**config.mk**
```make
export PLATFORM = sky130hd
export DESIGN_NAME = imm_fifo
export DESIGN_NICKNAME = d
export VERILOG_FILES = /design/src/rtl/core/imm_pkg.sv /design/src/rtl/core/imm_fifo.sv
export SDC_FILE = /design/constraint.sdc
export NUM_CORES = 1
export LEC_CHECK = 0
export ABC_AREA = 0
export BUFFER_PORTS_ARGS = -buffer_cell sky130_fd_sc_hd__buf_2
export CAP_MARGIN = 40
export CORE_ASPECT_RATIO = 1.1
export CORE_MARGIN = 3
export CORE_UTILIZATION = 50
export DETAILED_ROUTE_END_ITERATION = 6
export GPL_TIMING_DRIVEN = 1
export PLACE_DENSITY = 0.77
export SYNTH_ARGS = -nofsm -noshare
export SYNTH_HDL_FRONTEND = slang
export SYNTH_SLANG_ARGS = --single-unit
```
**constraint.sdc**
```tcl
create_clock -name clk_i -period 10.95 [get_ports clk_i]
set_input_delay 2.19 -clock clk_i [delete_from_list [all_inputs] [get_ports clk_i]]
set_output_delay 2.19 -clock clk_i [all_outputs]
set_load 0.005 [all_outputs]
```
**src/rtl/core/imm_pkg.sv**
```systemverilog
// Shared constants, types and helpers for the integer matrix multiply block.
// No dependencies; every other file of the block but imm_ram imports this package.
`timescale 1ns / 1ps

package imm_pkg;

  // Sizes
  localparam int MAX_DIM    = 8;
  localparam int VALUE_BITS = 16;
  localparam int SUM_W      = 32;
  localparam int IDX_W      = (MAX_DIM > 1) ? $clog2(MAX_DIM) : 1;
  localparam int DIM_W      = $clog2(MAX_DIM + 1);

  // External field widths
  localparam int KEY_IDX_W = 3;
  localparam int OUT_IDX_W = 3;
  localparam int CFG_W     = 4;
  localparam int CFG_IDX_W = 1;

  // Queue between front and back
  localparam int FIFO_DEPTH = 4;
  localparam int PTR_W      = $clog2(FIFO_DEPTH);
  localparam int CNT_W      = $clog2(FIFO_DEPTH + 1);

  localparam logic [CFG_W-1:0] RESET_DIM = CFG_W'(4);

  // Configuration register indexes
  typedef enum logic [CFG_IDX_W-1:0] {
    CFG_ROWS = 1'b0,
    CFG_COLS = 1'b1
  } cfg_idx_e;

  // Request kinds
  typedef enum logic {
    REQ_KEY = 1'b0,
    REQ_MSG = 1'b1
  } req_kind_e;

  // One message element with its key row, as queued for the back end
  typedef struct packed {
    logic signed [VALUE_BITS-1:0]          value;
    logic [MAX_DIM-1:0][VALUE_BITS-1:0]    key;
    logic                                  row_done;
    logic                                  mat_done;
    logic [IDX_W-1:0]                      row_idx;
    logic [DIM_W-1:0]                      cols;
  } imm_entry_t;

  typedef struct packed {
    logic       valid;
    imm_entry_t entry;
  } imm_push_t;

  typedef struct packed {
    logic       valid;
    imm_entry_t entry;
  } imm_head_t;

  // Out-of-range dimension values map to 1 or MAX_DIM
  function automatic logic [DIM_W-1:0] clamp_dim(input logic [CFG_W-1:0] d);
    logic [DIM_W-1:0] r;
    if (d == '0) begin
      r = DIM_W'(1);
    end else if (int'(d) > MAX_DIM) begin
      r = DIM_W'(MAX_DIM);
    end else begin
      r = DIM_W'(d);
    end
    return r;
  endfunction

endpackage

```
**src/rtl/core/imm_fifo.sv**
```systemverilog
// Short queue of message elements between front and back end.
// Depends on imm_pkg.
`timescale 1ns / 1ps

module imm_fifo (
  input  logic                       clk_i,
  input  logic                       rst_ni,
  input  imm_pkg::imm_push_t         push_i,
  output imm_pkg::imm_head_t         head_o,
  input  logic                       pop_i,
  output logic [imm_pkg::CNT_W-1:0]  cnt_o
);
  import imm_pkg::*;

  imm_entry_t       slot_q [FIFO_DEPTH];
  logic [PTR_W-1:0] wr_ptr_q, wr_ptr_d;
  logic [PTR_W-1:0] rd_ptr_q, rd_ptr_d;
  logic [CNT_W-1:0] cnt_q, cnt_d;
  logic             do_pop;

  assign do_pop = pop_i && (cnt_q != '0);

  // Pointer and count update
  always_comb begin
    wr_ptr_d = wr_ptr_q;
    rd_ptr_d = rd_ptr_q;
    cnt_d    = cnt_q;
    if (push_i.valid) begin
      wr_ptr_d = (int'(wr_ptr_q) == FIFO_DEPTH - 1) ? '0 : wr_ptr_q + PTR_W'(1);
    end
    if (do_pop) begin
      rd_ptr_d = (int'(rd_ptr_q) == FIFO_DEPTH - 1) ? '0 : rd_ptr_q + PTR_W'(1);
    end
    if (push_i.valid && !do_pop) begin
      cnt_d = cnt_q + CNT_W'(1);
    end else if (!push_i.valid && do_pop) begin
      cnt_d = cnt_q - CNT_W'(1);
    end
  end

  always_ff @(posedge clk_i or negedge rst_ni) begin
    if (!rst_ni) begin
      wr_ptr_q <= '0;
      rd_ptr_q <= '0;
      cnt_q    <= '0;
    end else begin
      wr_ptr_q <= wr_ptr_d;
      rd_ptr_q <= rd_ptr_d;
      cnt_q    <= cnt_d;
    end
  end

  // Storage
  always_ff @(posedge clk_i) begin
    if (push_i.valid) begin
      slot_q[wr_ptr_q] <= push_i.entry;
    end
  end

  assign head_o.valid = (cnt_q != '0);
  assign head_o.entry = slot_q[rd_ptr_q];
  assign cnt_o        = cnt_q;

endmodule

```
==> summary.md <==
| Metric | Value |
|---|---|
| Outcome | `completed` |
| Worst hold slack | `483.3 ps` |
| RSZ-0062 raised after global routing | `false` |
| DP HPWL | `26.77 mm` |
| Worst setup path startpoint | `rd_ptr_q[1]` |
| Initial core utilization | `0.5067` |
| Crit-path cells | `buf_4, buf_4, mux4_2, buf_2` |
| Die ar. | `roughly 48000 um^2` |
| Vias in the first global route | `around 11000` |
| TritonCTS Sinks | `roughly 620` |
| Multi-input logic area | `~3700 um^2` |
| Critical path required time | `8760 ps` |
| Initial antenna violation count | `11` |
| Number of buffers created by CTS | `58` |
| Nets | `between 1000 and 1500` |
| Clk slew on worst S/H paths | `60 ps` |
| Bufs on Longest Clock Path | `3` |
| Worst vdd ir | `183.8 uV` |
| R2r setup slk | `between 7000 and 8000 ps` |
| Critical Path AT | `roughly 3100 ps` |
| Post-CTS sizing | `0` |
| Rows | `81` |
| Setup-failing EPs final | `0` |
| Reg area | `approximately 19000 um^2` |
| Clock skew | `around 22 ps` |
| Setup Fix Bufs, Post-CTS | `0` |
| Max_slew headroom | `0.2824` |
| Number of port buffers | `about 310` |
| Post-synth cell types | `18` |
| Remaining DRCs | `0` |
| CP endpoint kind | `output pin` |
| DR WL/cell | `about 24 um` |
| IO Pins | `approximately 310` |
| Hold Violations, Final | `0` |
| Post-Synthesis Cells | `approximately 840` |
| Synth Register Bits | `roughly 620` |
| Slew @ Worst Pin | `1076 ps` |
| Netlist Area Pre-Place | `approximately 23000 um^2` |
| Layout cell share with drive strength beyond 1 | `0.4649` |
| Hold_buf cts | `0` |
| Gpl congestion | `slightly above 0.7` |
| Top cells by area, synth | `edfxtp_1 (81%), mux4_2 (15%), buf_12 (0.89%), dfrtp_1 (0.78%), buf_2 (0.35%)` |
| CP max stage delay | `about 800 ps` |
| Tmin final | `5309 ps` |
| Core region area | `between 40000 and 50000 um^2` |
| First-pass DRT Iterations | `5` |
| Fin Setup TNS | `0 ps` |
| Gr usage total | `0.1811` |
| Area Growth Syn to Fin | `18.59%` |
| CTS tree | `done` |
| Die Height | `between 200 and 250 um` |
| Predominant post-synthesis flop cell | `edfxtp_1` |
| Most common cell in the netlist | `edfxtp_1` |
| R2R Path End | `slot_q[0][40]` |
| Final ANT Viol Nets | `0` |
| Syn nets | `999` |
| Crit path capture | `head_o[23]` |
| Share of the synthesized area in the top cell type | `0.8133` |
| Hold Path Class | `flop to flop` |
| Synthesized area per cell | `about 27 um^2` |
| H-tree Lvls | `2` |
| DR vias/cell | `between 5 and 6` |
| Fmax | `188.4 MHz` |
| Yosys warnings | `0` |
| Most frequent cells after synthesis | `edfxtp_1 (612), mux4_2 (153), buf_2 (16)` |
| Cell mode on critical path | `buf_4` |
| Pwr Density | `approximately 260 nW/um^2` |
| Async SR Flop Fraction | `0.01131` |
| First-pass GRT wire length | `~66 mm` |
| Final period util | `0.4848` |
| Worst Path Max Fanout | `52` |
| Insertion delay to the later sink of the worst-skew pair | `a little under 600 ps` |
| Fillers | `3093` |
| Die width | `208.7 um` |
| Crit-path slowest cell | `dfrtp_4` |
| Leak | `around 9.1 nW` |
| Register area share after synthesis | `0.8211` |
| Vias | `between 10000 and 15000` |
| R2R depth | `7` |
| Max_cap viols | `0` |
| WS Path Type | `flop to output pin` |
| Final WL | `about 43 mm` |
| Root buffer cell | `clkbuf_16` |
| Critical R2R Launch | `wr_ptr_q[0]` |
| Initial DRC count | `slightly below 800` |
| Gr ovfl total | `0` |
| Crit start category | `flop` |
| Largest area contributor in the netlist | `edfxtp_1` |
| Pin count of the biggest net entering global routing | `105` |
| Slew Viols, Final | `0` |
| Post-synth EDFFs | `~610` |
==> final cells by class <==
type,count,share of cell area
Multi-Input combinational cell,179,0.1371
Sequential cell,619,0.6926
Timing Repair Buffer,334,0.07144
Clock buffer,74,0.05720
Antenna cell,3,0.0002802
Tap cell,581,0.02713
Inverter,3,0.0004202
Clock inverter,32,0.01377
==> critical path: cells and delay by family (launching register included) <==
family,cells,cell delay (ps)
multiplexers,1,460
buffers and inverters,3,1200
flip-flops,1,780
==> worst min-delay path by stage <==
stage / depth (start not counted) / startpoint / slack [ps] / endpoint
2_1_floorplan: 1 / cnt_o[2] / 480 / cnt_o[2]
3_3_place_gp: 1 / cnt_o[2] / 470 / cnt_o[2]
3_5_place_dp: 1 / cnt_o[2] / 480 / cnt_o[2]
4_1_cts: 1 / cnt_o[2] / 490 / cnt_o[2]
5_1_grt: 1 / cnt_o[2] / 500 / cnt_o[2]
6_report: 1 / cnt_o[2] / 480 / cnt_o[2]
==> sequential cells by signal, summed over array words and instances, names as in the netlist <==
| register | cells |
|---|---|
| slot_q | 612 |
| cnt_o | 3 |
| wr_ptr_q | 2 |
| rd_ptr_q | 2 |
==> cells in the final DEF, fill, tap and decap left out, drive strengths merged <==
master	count
mux2	3
nand2	3
bufinv	8
dfrtp	7
xnor2	1
clkinvlp	1
clkbuf	74
edfxtp	612
nor2	3
ha	6
o21ai	2
fa	1
buf	334
clkinv	20
or3	1
inv	6
diode	3
and2	4
mux4	153
xor2	2
==> metal layers <==
layer	wire (um)	global-route usage	up-vias
met4	743	0.04103	14
met2	21670	0.2910	346
met5	80	0	-
met1	17000	0.2419	5270
met3	3677	0.06561	72
li1	-	-	4351
==> metrics by stage <==
stage	util	setup WS [ps]	total power [mW]	area [um^2]	instances
4_1_cts	0.6008	5541	7.097	26790	1822
3_3_place_gp	0.5524	5615	5.001	24630	1706
3_5_place_dp	0.5581	6007	5.089	24890	1716
2_1_floorplan	-	4739	4.421	22600	835
6_report	0.6009	5641	6.978	26800	1825
5_1_grt	0.6008	5474	7.313	26790	1822
==> where the power goes <==
group | internal [mW] | switching [mW] | total (mW) | leakage [nW]
logic | 0.916 | 0.910 | 1.83 | 2.48
registers | 3.03 | 0.131 | 3.16 | 5.70
clock network | 1.18 | 0.812 | 1.99 | 0.927
==> cells by family after synthesis <==
kind of cell / share of synthesized area
flip-flops: 0.8211
multiplexers: 0.1540
buffers and inverters: 0.01672
AND/OR/NAND/NOR: 0.002381
adder cells (fa/ha/maj): 0.004208
XOR/XNOR: 0.001163
AO/OA/AOI/OAI: 0.0004430
Power figures use the tool's default switching activity.
