[src/rtl/core/imm_pkg.sv]
// Shared constants, types and helpers for the integer matrix multiply block.
// No dependencies; every other file of the block but imm_ram imports this package.
`timescale 1ns / 1ps

package imm_pkg;

  // Sizes
  localparam int MAX_DIM    = 8;
  localparam int VALUE_BITS = 16;
  localparam int SUM_W      = 32;
  localparam int IDX_W      = (MAX_DIM > 1) ? $clog2(MAX_DIM) : 1;
  localparam int DIM_W      = $clog2(MAX_DIM + 1);

  // External field widths
  localparam int KEY_IDX_W = 3;
  localparam int OUT_IDX_W = 3;
  localparam int CFG_W     = 4;
  localparam int CFG_IDX_W = 1;

  // Queue between front and back
  localparam int FIFO_DEPTH = 4;
  localparam int PTR_W      = $clog2(FIFO_DEPTH);
  localparam int CNT_W      = $clog2(FIFO_DEPTH + 1);

  localparam logic [CFG_W-1:0] RESET_DIM = CFG_W'(4);

  // Configuration register indexes
  typedef enum logic [CFG_IDX_W-1:0] {
    CFG_ROWS = 1'b0,
    CFG_COLS = 1'b1
  } cfg_idx_e;

  // Request kinds
  typedef enum logic {
    REQ_KEY = 1'b0,
    REQ_MSG = 1'b1
  } req_kind_e;

  // One message element with its key row, as queued for the back end
  typedef struct packed {
    logic signed [VALUE_BITS-1:0]          value;
    logic [MAX_DIM-1:0][VALUE_BITS-1:0]    key;
    logic                                  row_done;
    logic                                  mat_done;
    logic [IDX_W-1:0]                      row_idx;
    logic [DIM_W-1:0]                      cols;
  } imm_entry_t;

  typedef struct packed {
    logic       valid;
    imm_entry_t entry;
  } imm_push_t;

  typedef struct packed {
    logic       valid;
    imm_entry_t entry;
  } imm_head_t;

  // Out-of-range dimension values map to 1 or MAX_DIM
  function automatic logic [DIM_W-1:0] clamp_dim(input logic [CFG_W-1:0] d);
    logic [DIM_W-1:0] r;
    if (d == '0) begin
      r = DIM_W'(1);
    end else if (int'(d) > MAX_DIM) begin
      r = DIM_W'(MAX_DIM);
    end else begin
      r = DIM_W'(d);
    end
    return r;
  endfunction

endpackage

[src/rtl/core/imm_if.sv]
// Request and result channel interfaces of the integer matrix multiply block.
// Depends on imm_pkg for field widths.
`timescale 1ns / 1ps

interface imm_req_if;
  import imm_pkg::*;

  logic                         valid;
  logic                         ready;
  logic                         req_type;
  logic [KEY_IDX_W-1:0]         key_row;
  logic [KEY_IDX_W-1:0]         key_col;
  logic signed [VALUE_BITS-1:0] value;

  modport source (output valid, output req_type, output key_row, output key_col,
                  output value, input ready);
  modport sink   (input valid, input req_type, input key_row, input key_col,
                  input value, output ready);
endinterface


[src/rtl/core/imm_ram.sv]
// Generic single-write, single-read RAM with registered read data.
// No dependencies.
`timescale 1ns / 1ps

module imm_ram #(
  parameter int WIDTH = 16,
  parameter int DEPTH = 8
) (
  input  logic                             clk_i,
  input  logic                             we_i,
  input  logic [$clog2(DEPTH)-1:0]         waddr_i,
  input  logic [WIDTH-1:0]                 wdata_i,
  input  logic [$clog2(DEPTH)-1:0]         raddr_i,
  output logic [WIDTH-1:0]                 rdata_o
);

  logic [WIDTH-1:0] mem_q [DEPTH];
  logic [WIDTH-1:0] rdata_q;

  // Write port
  always_ff @(posedge clk_i) begin
    if (we_i) begin
      mem_q[waddr_i] <= wdata_i;
    end
  end

  // Registered read port
  always_ff @(posedge clk_i) begin
    rdata_q <= mem_q[raddr_i];
  end

  assign rdata_o = rdata_q;

endmodule

[src/rtl/core/imm_front.sv]
// Front end: accepts requests, stores key elements, tracks the message position
// and queues each message element with its key row. Depends on imm_pkg, imm_if, imm_ram.
`timescale 1ns / 1ps

module imm_front (
  input  logic                       clk_i,
  input  logic                       rst_ni,
  imm_req_if.sink                    req_i,
  input  logic [imm_pkg::DIM_W-1:0]  rows_i,
  input  logic [imm_pkg::DIM_W-1:0]  cols_i,
  input  logic [imm_pkg::CNT_W-1:0]  fifo_cnt_i,
  output imm_pkg::imm_push_t         push_o
);
  import imm_pkg::*;

  logic                               accept;
  logic                               key_wr;
  logic                               msg_acc;
  logic                               room;
  logic [DIM_W-1:0]                   pos_next;
  logic [DIM_W-1:0]                   row_next;
  logic                               row_done;
  logic                               mat_done;
  logic [IDX_W-1:0]                   pos_q, pos_d;
  logic [IDX_W-1:0]                   row_q, row_d;
  logic                               s1_valid_q;
  logic signed [VALUE_BITS-1:0]       s1_value_q;
  logic                               s1_row_done_q;
  logic                               s1_mat_done_q;
  logic [IDX_W-1:0]                   s1_row_idx_q;
  logic [DIM_W-1:0]                   s1_cols_q;
  logic [MAX_DIM-1:0][VALUE_BITS-1:0] key_row_data;

  // Take a request only when the queue surely has a slot for it
  assign room     = (int'(fifo_cnt_i) + int'(s1_valid_q)) < FIFO_DEPTH;
  assign req_i.ready = room;
  assign accept   = req_i.valid && room;
  assign key_wr   = accept && (req_i.req_type == REQ_KEY)
                    && (int'(req_i.key_row) < MAX_DIM) && (int'(req_i.key_col) < MAX_DIM);
  assign msg_acc  = accept && (req_i.req_type == REQ_MSG);

  // Key store: one column per RAM, all read at the current element position
  for (genvar j = 0; j < MAX_DIM; j++) begin : g_key
    imm_ram #(
      .WIDTH (VALUE_BITS),
      .DEPTH (MAX_DIM)
    ) u_key_ram (
      .clk_i   (clk_i),
      .we_i    (key_wr && (int'(req_i.key_col) == j)),
      .waddr_i (IDX_W'(req_i.key_row)),
      .wdata_i (req_i.value),
      .raddr_i (pos_q),
      .rdata_o (key_row_data[j])
    );
  end

  // Row and matrix completion
  assign pos_next = DIM_W'(pos_q) + DIM_W'(1);
  assign row_next = DIM_W'(row_q) + DIM_W'(1);
  assign row_done = pos_next >= rows_i;
  assign mat_done = row_next >= rows_i;

  always_comb begin
    pos_d = pos_q;
    row_d = row_q;
    if (msg_acc) begin
      if (row_done) begin
        pos_d = '0;
        row_d = mat_done ? '0 : IDX_W'(row_next);
      end else begin
        pos_d = IDX_W'(pos_next);
      end
    end
  end

  // Position counters and stage valid
  always_ff @(posedge clk_i or negedge rst_ni) begin
    if (!rst_ni) begin
      pos_q      <= '0;
      row_q      <= '0;
      s1_valid_q <= 1'b0;
    end else begin
      pos_q      <= pos_d;
      row_q      <= row_d;
      s1_valid_q <= msg_acc;
    end
  end

  // Element fields are registered to line up with the registered key row read
  always_ff @(posedge clk_i) begin
    if (msg_acc) begin
      s1_value_q    <= req_i.value;
      s1_row_done_q <= row_done;
      s1_mat_done_q <= mat_done;
      s1_row_idx_q  <= row_q;
      s1_cols_q     <= cols_i;
    end
  end

  assign push_o.valid          = s1_valid_q;
  assign push_o.entry.value    = s1_value_q;
  assign push_o.entry.key      = key_row_data;
  assign push_o.entry.row_done = s1_row_done_q;
  assign push_o.entry.mat_done = s1_mat_done_q;
  assign push_o.entry.row_idx  = s1_row_idx_q;
  assign push_o.entry.cols     = s1_cols_q;

endmodule

[src/flat_wrapper.sv]
// flat-port wrapper written by rule: the top's interface ports become plain ports
module imm_front_flat import imm_pkg::*;
  (clk_i, rst_ni, rows_i, cols_i, fifo_cnt_i, push_o, req_i_valid, req_i_req_type, req_i_key_row, req_i_key_col, req_i_value, req_i_ready);
  imm_req_if req_i_i ();
  input  logic clk_i;
  input  logic rst_ni;
  input  logic [imm_pkg::DIM_W-1:0] rows_i;
  input  logic [imm_pkg::DIM_W-1:0] cols_i;
  input  logic [imm_pkg::CNT_W-1:0] fifo_cnt_i;
  output imm_pkg::imm_push_t push_o;
  input wire logic [$bits(req_i_i.valid)-1:0] req_i_valid;
  input wire logic [$bits(req_i_i.req_type)-1:0] req_i_req_type;
  input wire logic [$bits(req_i_i.key_row)-1:0] req_i_key_row;
  input wire logic [$bits(req_i_i.key_col)-1:0] req_i_key_col;
  input wire logic [$bits(req_i_i.value)-1:0] req_i_value;
  output wire logic [$bits(req_i_i.ready)-1:0] req_i_ready;
  assign req_i_i.valid = req_i_valid;
  assign req_i_i.req_type = req_i_req_type;
  assign req_i_i.key_row = req_i_key_row;
  assign req_i_i.key_col = req_i_key_col;
  assign req_i_i.value = req_i_value;
  assign req_i_ready = req_i_i.ready;
  imm_front u_core (.clk_i(clk_i), .rst_ni(rst_ni), .req_i(req_i_i), .rows_i(rows_i), .cols_i(cols_i), .fifo_cnt_i(fifo_cnt_i), .push_o(push_o));
endmodule
[config.mk]
export PLATFORM = sky130hd
export DESIGN_NAME = imm_front_flat
export DESIGN_NICKNAME = d
export VERILOG_FILES = /design/src/rtl/core/imm_pkg.sv /design/src/rtl/core/imm_if.sv /design/src/rtl/core/imm_ram.sv /design/src/rtl/core/imm_front.sv /design/src/flat_wrapper.sv
export SDC_FILE = /design/constraint.sdc
export NUM_CORES = 1
export LEC_CHECK = 0
export ABC_CLOCK_PERIOD_IN_PS = 5620
export BUFFER_PORTS_ARGS = -buffer_cell sky130_fd_sc_hd__buf_2
export CORE_MARGIN = 2
export CORE_UTILIZATION = 32
export DETAILED_ROUTE_END_ITERATION = 16
export PLACE_DENSITY_LB_ADDON = 0.08
export SLEW_MARGIN = 5
export SYNTH_ARGS = -nofsm -noshare
export SYNTH_HDL_FRONTEND = slang
export SYNTH_SLANG_ARGS = --single-unit
export TNS_END_PERCENT = 50
[constraint.sdc]
create_clock -name clk_i -period 5.62 [get_ports clk_i]
set_input_delay 1.124 -clock clk_i [delete_from_list [all_inputs] [get_ports clk_i]]
set_output_delay 1.124 -clock clk_i [all_outputs]
set_load 0.02 [all_outputs]
==> qor.yml, run 1 <==
status: "completed"
end_kind: "register"
nets: 2157
timing.final.crit_share_pct: 54.3
drt_iter0_drc: 1352
worstPathMaxFanout: 16
core-area_um2: 133000
drt_wl_total_um: 107000
netlist_area_um2: 43100
grt_max_degree: 134
final_hold_viol_count: 0
gp_congestion: 0.699
cts_buffer_depth: 3
vias: 18900
r2r_slack_ps: 2660
die_w_um: 371
grt_pass1_vias: 20200
cts_tree: "done"
start_util_pct: 32.3
via_per_inst: 4.74
worstHoldPathType: "input port to asynchronous set/reset pin"
fin_crit_ps: 3050
antenna_found_initial: 10
ir_drop_v: 0.000321
worstPathRequired_ps: 5980
cts_made_buffers: 135
rows: 134
area_growth_pct: 18.2
max_slew_margin_pct: 17.6
postCtsSetupBuffers: 0
grt_use_total_pct: 15.8
post_cts_resized: 0
fin_setup_tns_ps: 0
setup_violations: 0
synth.net_count: 1830
pin_count: 192
maxCapViolCount: 0
skew_ps: 25.5
ctsRootBufferMaster: "clkbuf_16"
slew_violations: 0
rsz0062_at_grt: "false"
dieArea_um2: 138000
routedWlPerCell_um: 26.8
p_leak_nw: 16.6
htreeDepth: 4
drive_gt1_share_pct: 34.9
synthCells: 1783
syn_area_per_cell_um2: 24.2
drc: 0
ys_seq_elements: 1184
die_h_um: 371
cts.clk_slew.worst_paths_ps: 60
critical_path.startpoint_type: "input port"
max_freq_ghz: 0.327
r2r_start: "u_core.s1_valid_q"
worstMarginPinSlew_ps: 1240
power_w: 0.0242
port-buffer-count: 191
ys_types: 34
grt_pass1_wl_um: 152000
ctsHoldBuffers: 0
overflow: 0
place_hpwl_um: 59200
cts.sinks: 1184
yosysWarnings: 0
startpoint: "fifo_cnt_i[0]"
pwr_density_cell_nw_per_um2: 476
worstPathArrival_ps: 3410
first_pass_iters: 7
yosysSeqAreaShare_pct: 79.5
critical_path_class: "input port to register"
ant_nets: 0
worstSkewPairLatency_ps: 760
## routing by layer
metal	vias to the layer above	share of wire, %	track usage, %
met5	-	0.016	0
met4	4	1.9	4.41
met3	125	4.7	3.72
met2	411	49	25.4
met1	10200	45	21.4
li1	8193	-	-
## cell usage after synthesis
cell | n | area (um^2)
a21oi_1 | 1 | 5.00
nand3_1 | 4 | 20.0
nor2b_1 | 3 | 18.8
buf_8 | 3 | 45.0
o21ai_0 | 4 | 20.0
and3_1 | 2 | 12.5
buf_1 | 11 | 41.3
or3b_2 | 2 | 17.5
o2bb2ai_1 | 1 | 8.76
nor3b_1 | 1 | 7.51
clkbuf_1 | 28 | 105
mux4_1 | 101 | 2650
mux4_2 | 155 | 3490
buf_6 | 23 | 259
a22o_1 | 2 | 17.5
nand2_1 | 8 | 30.0
xor2_1 | 2 | 17.5
a31oi_1 | 1 | 6.26
nand2b_1 | 3 | 18.8
nor2_1 | 69 | 259
buf_4 | 3 | 22.5
mux2_2 | 130 | 1460
a2111oi_0 | 1 | 8.76
ha_1 | 10 | 125
dfrtp_1 | 7 | 175
a211oi_1 | 1 | 7.51
or3_1 | 2 | 12.5
nand3b_1 | 3 | 22.5
mux2i_1 | 1 | 10.0
dfxtp_1 | 128 | 2560
edfxtp_1 | 1049 | 31500
nor3_1 | 4 | 20.0
inv_1 | 6 | 22.5
buf_2 | 14 | 70.1
## through the flow
stage	instances	area (um^2)	setup slack (ps)	hold WS, ps	util [%]
6_report	3992	50900	2570	214	38.1
5_1_grt	3989	50900	2340	170	38.1
4_1_cts	3989	50900	2500	149	38.1
3_5_place_dp	3741	46400	1680	543	34.8
3_3_place_gp	3741	46400	1670	525	34.8
2_1_floorplan	1783	43100	2110	461	-
## worst paths after layout
kind	endpoint	depth (start not counted)
worst max-delay path	u_core.g_key[3].u_key_ram.mem_q[7][9]	7
worst min-delay path	u_core.row_q[1]	1
worst max register to register	u_core.g_key[3].u_key_ram.mem_q[7][9]	6
worst min register to register	u_core.s1_row_idx_q[1]	0
max in group asynchronous	u_core.pos_q[2]	1
min in group clk_i	u_core.s1_cols_q[1]	1
## cell families after synthesis
group | synth area share [%]
buffers and inverters | 1.31
multiplexers | 17.7
AO/OA/AOI/OAI | 0.171
flip-flops | 79.5
AND/OR/NAND/NOR | 1.02
adder cells (fa/ha/maj) | 0.290
XOR/XNOR | 0.0407
## critical path, cell delays in order
cell     delay (ps)
buf_2           100
a31oi_1         250
nand2_1         130
nor3_2          120
buf_4           170
nand3_1         490
nor2_2          990
## cell usage in the layout, fill, tap and decap left out, types with 2 or more instances in the layout
master / n
buf_4: 77
or3b_2: 2
nor2b_1: 3
nand2b_1: 3
xor2_1: 2
clkinv_1: 9
edfxtp_1: 1049
dfrtp_4: 3
buf_2: 191
nor2_2: 17
mux2_2: 130
diode_2: 3
mux4_1: 101
o21ai_0: 4
mux4_2: 155
inv_1: 6
bufinv_16: 10
clkbuf_16: 141
ha_1: 10
clkinv_8: 4
nor3_1: 3
nand3_1: 4
nor2_1: 52
and3_1: 2
inv_6: 4
clkinvlp_4: 3
nand2_1: 8
or3_1: 2
buf_12: 4
clkbuf_8: 18
a22o_1: 2
dfxtp_1: 128
dfrtp_1: 4
nand3b_1: 3
clkinv_2: 15
clkbuf_1: 43
## layout make-up
cell class,count,area (um^2)
Timing Repair Buffer,272,1610
Fill cell,12100,82600
Sequential cell,1184,34200
Clock inverter,46,541
Inverter,6,22.5
Antenna cell,3,7.51
Clock buffer,202,3940
Multi-Input combinational cell,511,8320
Tap cell,1768,2210
## flip-flops by register name, summed over array words and instances (netlist names)
name and count:
u_core.s1_valid_q 1, u_core.s1_mat_done_q 1, u_core.g_key.u_key_ram.mem_q 1024, u_core.s1_row_done_q 1
u_core.s1_row_idx_q 3, u_core.s1_value_q 16, u_core.pos_q 3, u_core.s1_cols_q 4
u_core.g_key.u_key_ram.rdata_o 128, u_core.row_q 3
## report_power, final
group	internal (W)	leakage, nW	total, W	switching [W]
Combinational	0.00219	3.87	0.00493	0.00274
Sequential	0.0101	10.6	0.0105	0.000348
Clock	0.00531	2.18	0.00882	0.00351
No activity file was read; power rests on OpenSTA's default activity.
==> inputs of run 2 (changes only) <==
--- a/config.mk
+++ b/config.mk
@@ -5,7 +5,7 @@
 export SDC_FILE = /design/constraint.sdc
 export NUM_CORES = 1
 export LEC_CHECK = 0
-export ABC_CLOCK_PERIOD_IN_PS = 5620
+export ABC_CLOCK_PERIOD_IN_PS = 2790
 export BUFFER_PORTS_ARGS = -buffer_cell sky130_fd_sc_hd__buf_2
 export CORE_MARGIN = 2
 export CORE_UTILIZATION = 32
==> constraint.sdc (replaced) <==
create_clock -name clk_i -period 2.79 [get_ports clk_i]
set_input_delay 0.558 -clock clk_i [delete_from_list [all_inputs] [get_ports clk_i]]
set_output_delay 0.558 -clock clk_i [all_outputs]
set_load 0.02 [all_outputs]
==> run 2 against run 1 <==
Effect of this change:
- critical path depth unchanged
- clock-buffer cell count decreased by 12
- sequential power increased by 98%
- via count increased by 1.5%
- die area unchanged
- final cell count increased by 1.5%
==> qor.yml, run 2 (same netlist as run 1, synthesis figures left out) <==
nets: 2218
r2r_start: "u_core.pos_q[0]"
cts_made_buffers: 135
post_cts_resized: 0
area_growth_pct: 21.8
dieArea_um2: 138000
max_slew_margin_pct: 41.0
worstHoldPathType: "input port to asynchronous set/reset pin"
drive_gt1_share_pct: 37.4
start_util_pct: 32.3
worst-path-buf-inv: 0
worstSkewPairLatency_ps: 750
drt_iter0_drc: 1446
final_cell_mix: "1049 x edfxtp_1, 191 x buf_2, 155 x mux4_2"
mostFrequentLayoutCell: "edfxtp_1"
slowest_stage: "dfrtp_4"
dp.cells: 3797
cts_tree: "done"
worstPathMaxFanout: 7
r2r_end: "u_core.row_q[1]"
setup_ws_ps: 331
pwr_density_cell_nw_per_um2: 944
regMostFlops: "u_core.g_key.u_key_ram.mem_q"
dp_worst_setup_slack_ps: 68.4
stdcell_area_um2: 52500
stdcell_count: 4053
worstRegToRegCells: 7
antenna_found_initial: 16
worstMarginPinSlew_ps: 886
placed_cell_area_um2: 47800
gp_congestion: 0.724
largest_register_ffs: 1024
die_w_um: 371
drt_wl_total_um: 109000
critical_path.startpoint_type: "register"
max_freq_ghz: 0.407
grt_use_total_pct: 16.0
critPathMaxStageDelay_ps: 540
htreeDepth: 4
startpoint: "u_core.pos_q[0]"
grt_pass1_wl_um: 154000
fin_crit_ps: 2460
worstPathRequired_ps: 3410
r2r_slack_ps: 330
end_kind: "register"
rows: 134
grt_pass1_vias: 20500
cts.clk_slew.worst_paths_ps: 60
routedWlPerCell_um: 26.9
overflow: 0
cp_top_family: "compound AO/OA/AOI/OAI gates"
skew_ps: 25.4
fillers: 12000
pin_count: 192
vias: 19200
cts.sinks: 1184
rsz0062_at_grt: "false"
core-area_um2: 133000
p_leak_nw: 17.3
die_h_um: 371
via_per_inst: 4.74
maxCapViolCount: 0
setup_violations: 0
cts_buffer_depth: 3
ir_drop_v: 0.000593
ctsRootBufferMaster: "clkbuf_16"
final_hold_viol_count: 0
crit_path_frequent_cell: "ha_1"
first_pass_iters: 5
slew_violations: 0
place_hpwl_um: 62600
ant_nets: 0
cp_cell_sequence: "ha_1 > xor2_1 > ha_1 > or3_1 > o21ai_0 > a211oi_1 > mux2_2"
grt_max_degree: 103
port-buffer-count: 191
critical_path_class: "register to register"
status: "completed"
timing.final.crit_share_pct: 88.1
drc: 0
holdWs_ps: 207
worstPathArrival_ps: 3080
[run 2: cell count changes in the layout (fill, tap and decap cells not counted), moves of 5 or more]
| cell | previous run | this run |
|---|---|---|
| buf_12 | 4 | 80 |
| buf_4 | 77 | 57 |
| clkbuf_1 | 43 | 32 |
| dlygate4sd3_1 | 0 | 5 |
| nor2_1 | 52 | 39 |
| nor2_2 | 17 | 30 |
[run 2: how the worst max path moves through the flow]
stage / to / slack [ps] / cells after the start
floorplan: u_core.g_key[7].u_key_ram.mem_q[0][0] / -150 / 5
global placement: u_core.g_key[3].u_key_ram.mem_q[2][6] / 70 / 9
detailed placement: u_core.g_key[3].u_key_ram.mem_q[2][6] / 70 / 9
CTS: u_core.row_q[1] / 320 / 7
global route: u_core.row_q[1] / 250 / 7
finish: u_core.row_q[1] / 330 / 7
[run 2: per-layer routing]
layer / GRT usage [%] / wire, um / vias up
met3: 3.27 / 5180 / 145
met4: 4.27 / 2070 / 2
met1: 21.6 / 48300 / 10300
met2: 26.4 / 53400 / 465
met5: 0 / 13 / -
li1: - / - / 8326
[run 2: what timing repair did]
| action | CTS | global route |
|---|---|---|
| hold buffers | 5 | 0 |
| endpoints found under the hold margin | 11 | 0 |
| buffers inserted | 0 | 0 |
[run 2: worst register-to-register path, delay by kind of cell, from the launching register on]
kind / cells / cell delay (ps)
AOI/OAI and AO/OA: 2 / 630
DFF: 1 / 540
adders and majority gates: 2 / 530
muxes: 1 / 400
xor gates and xnor gates: 1 / 160
and+or+nand+nor: 1 / 100
[run 2: final cells by class]
type | instances | area [um^2] | share of cell area (%)
flip-flops and latches | 1184 | 34200 | 65.3
clock buffers | 190 | 3880 | 7.40
multi-input cells | 511 | 8350 | 15.9
repair buffers | 333 | 3040 | 5.78
well taps | 1768 | 2210 | 4.22
clock inverters | 60 | 721 | 1.37
inverters | 6 | 22.5 | 0.0429
diodes | 1 | 2.50 | 0.00477
[run 2: stage by stage]
step                power, W  setup TNS (ps)  utilization [%]
finish                0.0495               0             39.3
global route          0.0517               0             39.3
CTS                   0.0506               0             39.3
detailed placement    0.0321               0             35.8
global placement      0.0322               0             35.8
floorplan             0.0280          -80070                -
[run 2: power by group]
group / switching, W / internal [W] / total, W / leakage [nW]
clock: 0.00711 / 0.0110 / 0.0182 / 2.25
combinational: 0.00591 / 0.00464 / 0.0105 / 4.43
sequential: 0.000426 / 0.0204 / 0.0208 / 10.6
==> inputs of run 3 (changes only) <==
--- a/config.mk
+++ b/config.mk
@@ -9,6 +9,7 @@
 export BUFFER_PORTS_ARGS = -buffer_cell sky130_fd_sc_hd__buf_2
 export CORE_MARGIN = 2
 export CORE_UTILIZATION = 32
+export CTS_BUF_LIST = sky130_fd_sc_hd__clkbuf_16
 export DETAILED_ROUTE_END_ITERATION = 16
 export PLACE_DENSITY_LB_ADDON = 0.08
 export SLEW_MARGIN = 5
==> run 3 against run 2 <==
Effect of this change:
- sequential share of layout area up 0.21 points
- final cell count about the same
- register-to-register slack about the same
- clock skew about the same
- die area unchanged
- sequential cell count unchanged
- global-route usage about the same
- clock power down 3%
- sequential power about the same
- utilization down 0.12 points
- first-iteration DRC count up 1.9%
- critical path type unchanged
==> qor.yml, run 3 (same netlist as run 1, synthesis figures left out) <==
postCtsSetupBuffers: 0
dieArea_um2: 138000
drt_iter0_drc: 1473
maxCapViolCount: 0
slew_violations: 0
end_kind: "register"
overflow: 0
busiest_layer: "met2"
cts_tree: "done"
use_met2_pct: 26.4
mostFrequentLayoutCell: "edfxtp_1"
setup_violations: 0
port-buffer-count: 191
ctsHoldBuffers: 5
post_cts_resized: 0
regMostFlops: "u_core.g_key.u_key_ram.mem_q"
ir_drop_v: 0.000594
core-area_um2: 133000
die_h_um: 371
status: "completed"
gp_congestion: 0.724
ant_nets: 0
cts_made_buffers: 135
cts.clk_slew.worst_paths_ps: 60
antenna_found_initial: 16
routedWlPerCell_um: 26.9
cts_buffer_depth: 3
worstMarginPinSlew_ps: 901
start_util_pct: 32.3
skew_ps: 25.8
stdcell_count: 4055
ff_latch_area_um2: 34200
drive_gt1_share_pct: 36.7
die_w_um: 371
via_per_inst: 4.74
critical_path.startpoint_type: "register"
final_hold_viol_count: 0
pin_count: 192
dp.cells: 3797
first_pass_iters: 5
place_hpwl_um: 62600
multi_input_area_um2: 8350
worstHoldPathType: "input port to asynchronous set/reset pin"
critical_path_class: "register to register"
nets: 2218
worstSkewPairLatency_ps: 750
holdWs_ps: 206
timing.final.crit_share_pct: 88.3
grt_use_total_pct: 16.0
p_leak_nw: 17.3
grtUsageMet1_pct: 21.6
max_slew_margin_pct: 40.0
drc: 0
vias: 19200
fillers: 12000
area_growth_pct: 21.4
cts.sinks: 1184
htreeDepth: 4
grt_pass1_vias: 20500
worstPathRequired_ps: 3410
grt_max_degree: 103
fin_crit_ps: 2460
largest_register_ffs: 1024
final_cell_mix: "1049 x edfxtp_1, 191 x buf_2, 155 x mux4_2"
worstPathArrival_ps: 3090
grt_pass1_wl_um: 154000
worstRegToRegCells: 7
rsz0062_at_grt: "false"
rows: 134
ctsRootBufferMaster: "clkbuf_16"
use_met3_pct: 3.27
pwr_density_cell_nw_per_um2: 936
drt_wl_total_um: 109000
power_w: 0.0489
max_freq_ghz: 0.406
worstPathMaxFanout: 7
run 3: final timing paths:
| kind | from | end | slack, ps |
|---|---|---|---|
| worst max-delay path | u_core.pos_q[0] | u_core.row_q[1] | 330 |
| worst min-delay path | rst_ni | u_core.s1_valid_q | 210 |
| worst max register to register | u_core.pos_q[0] | u_core.row_q[1] | 330 |
| worst min register to register | u_core.row_q[1] | u_core.s1_row_idx_q[1] | 560 |
| max in group asynchronous | rst_ni | u_core.pos_q[0] | 2370 |
| min in group clk_i | req_i_value[3] | u_core.g_key[3].u_key_ram.mem_q[6][3] | 260 |
run 3: final cells by class:
cell class	instances	share of cell area, %
sequential	1184	65.5
multi-input combinational	511	16.0
clock buffer	141	6.75
timing repair buffer	333	5.80
tap	1768	4.23
clock inverter	109	1.73
inverter	6	0.0431
antenna	3	0.0144
run 3: critical path, stage by stage, from the launching register on:
cell and delay, ps:
dfrtp_4 540, ha_1 250, xor2_1 160, ha_1 280, or3_1 90, o21ai_0 100
a211oi_1 540, mux2_2 390
run 3: per-stage QoR:
step / area, um^2 / utilization, % / setup WS, ps / TNS, ps
after floorplan: 43100 / - / -151 / -80070
after detailed placement: 47800 / 35.8 / 68.4 / 0
after global placement: 47800 / 35.8 / 71.5 / 0
after global routing: 52300 / 39.2 / 245 / 0
after CTS: 52300 / 39.2 / 320 / 0
final: 52300 / 39.2 / 328 / 0
run 3: layer usage:
layer	part of all wire [%]	routed length (um)	up-vias
met5	0.012	13	-
met1	45	48600	10300
li1	-	-	8324
met4	1.8	1970	2
met3	4.7	5100	134
met2	49	53400	437
run 3: where the power goes:
part,internal [W],switching (W),leakage [nW]
Combinational,0.00464,0.00591,4.43
Sequential,0.0204,0.000428,10.6
Clock,0.0105,0.00712,2.28
Total,0.0355,0.0135,17.3
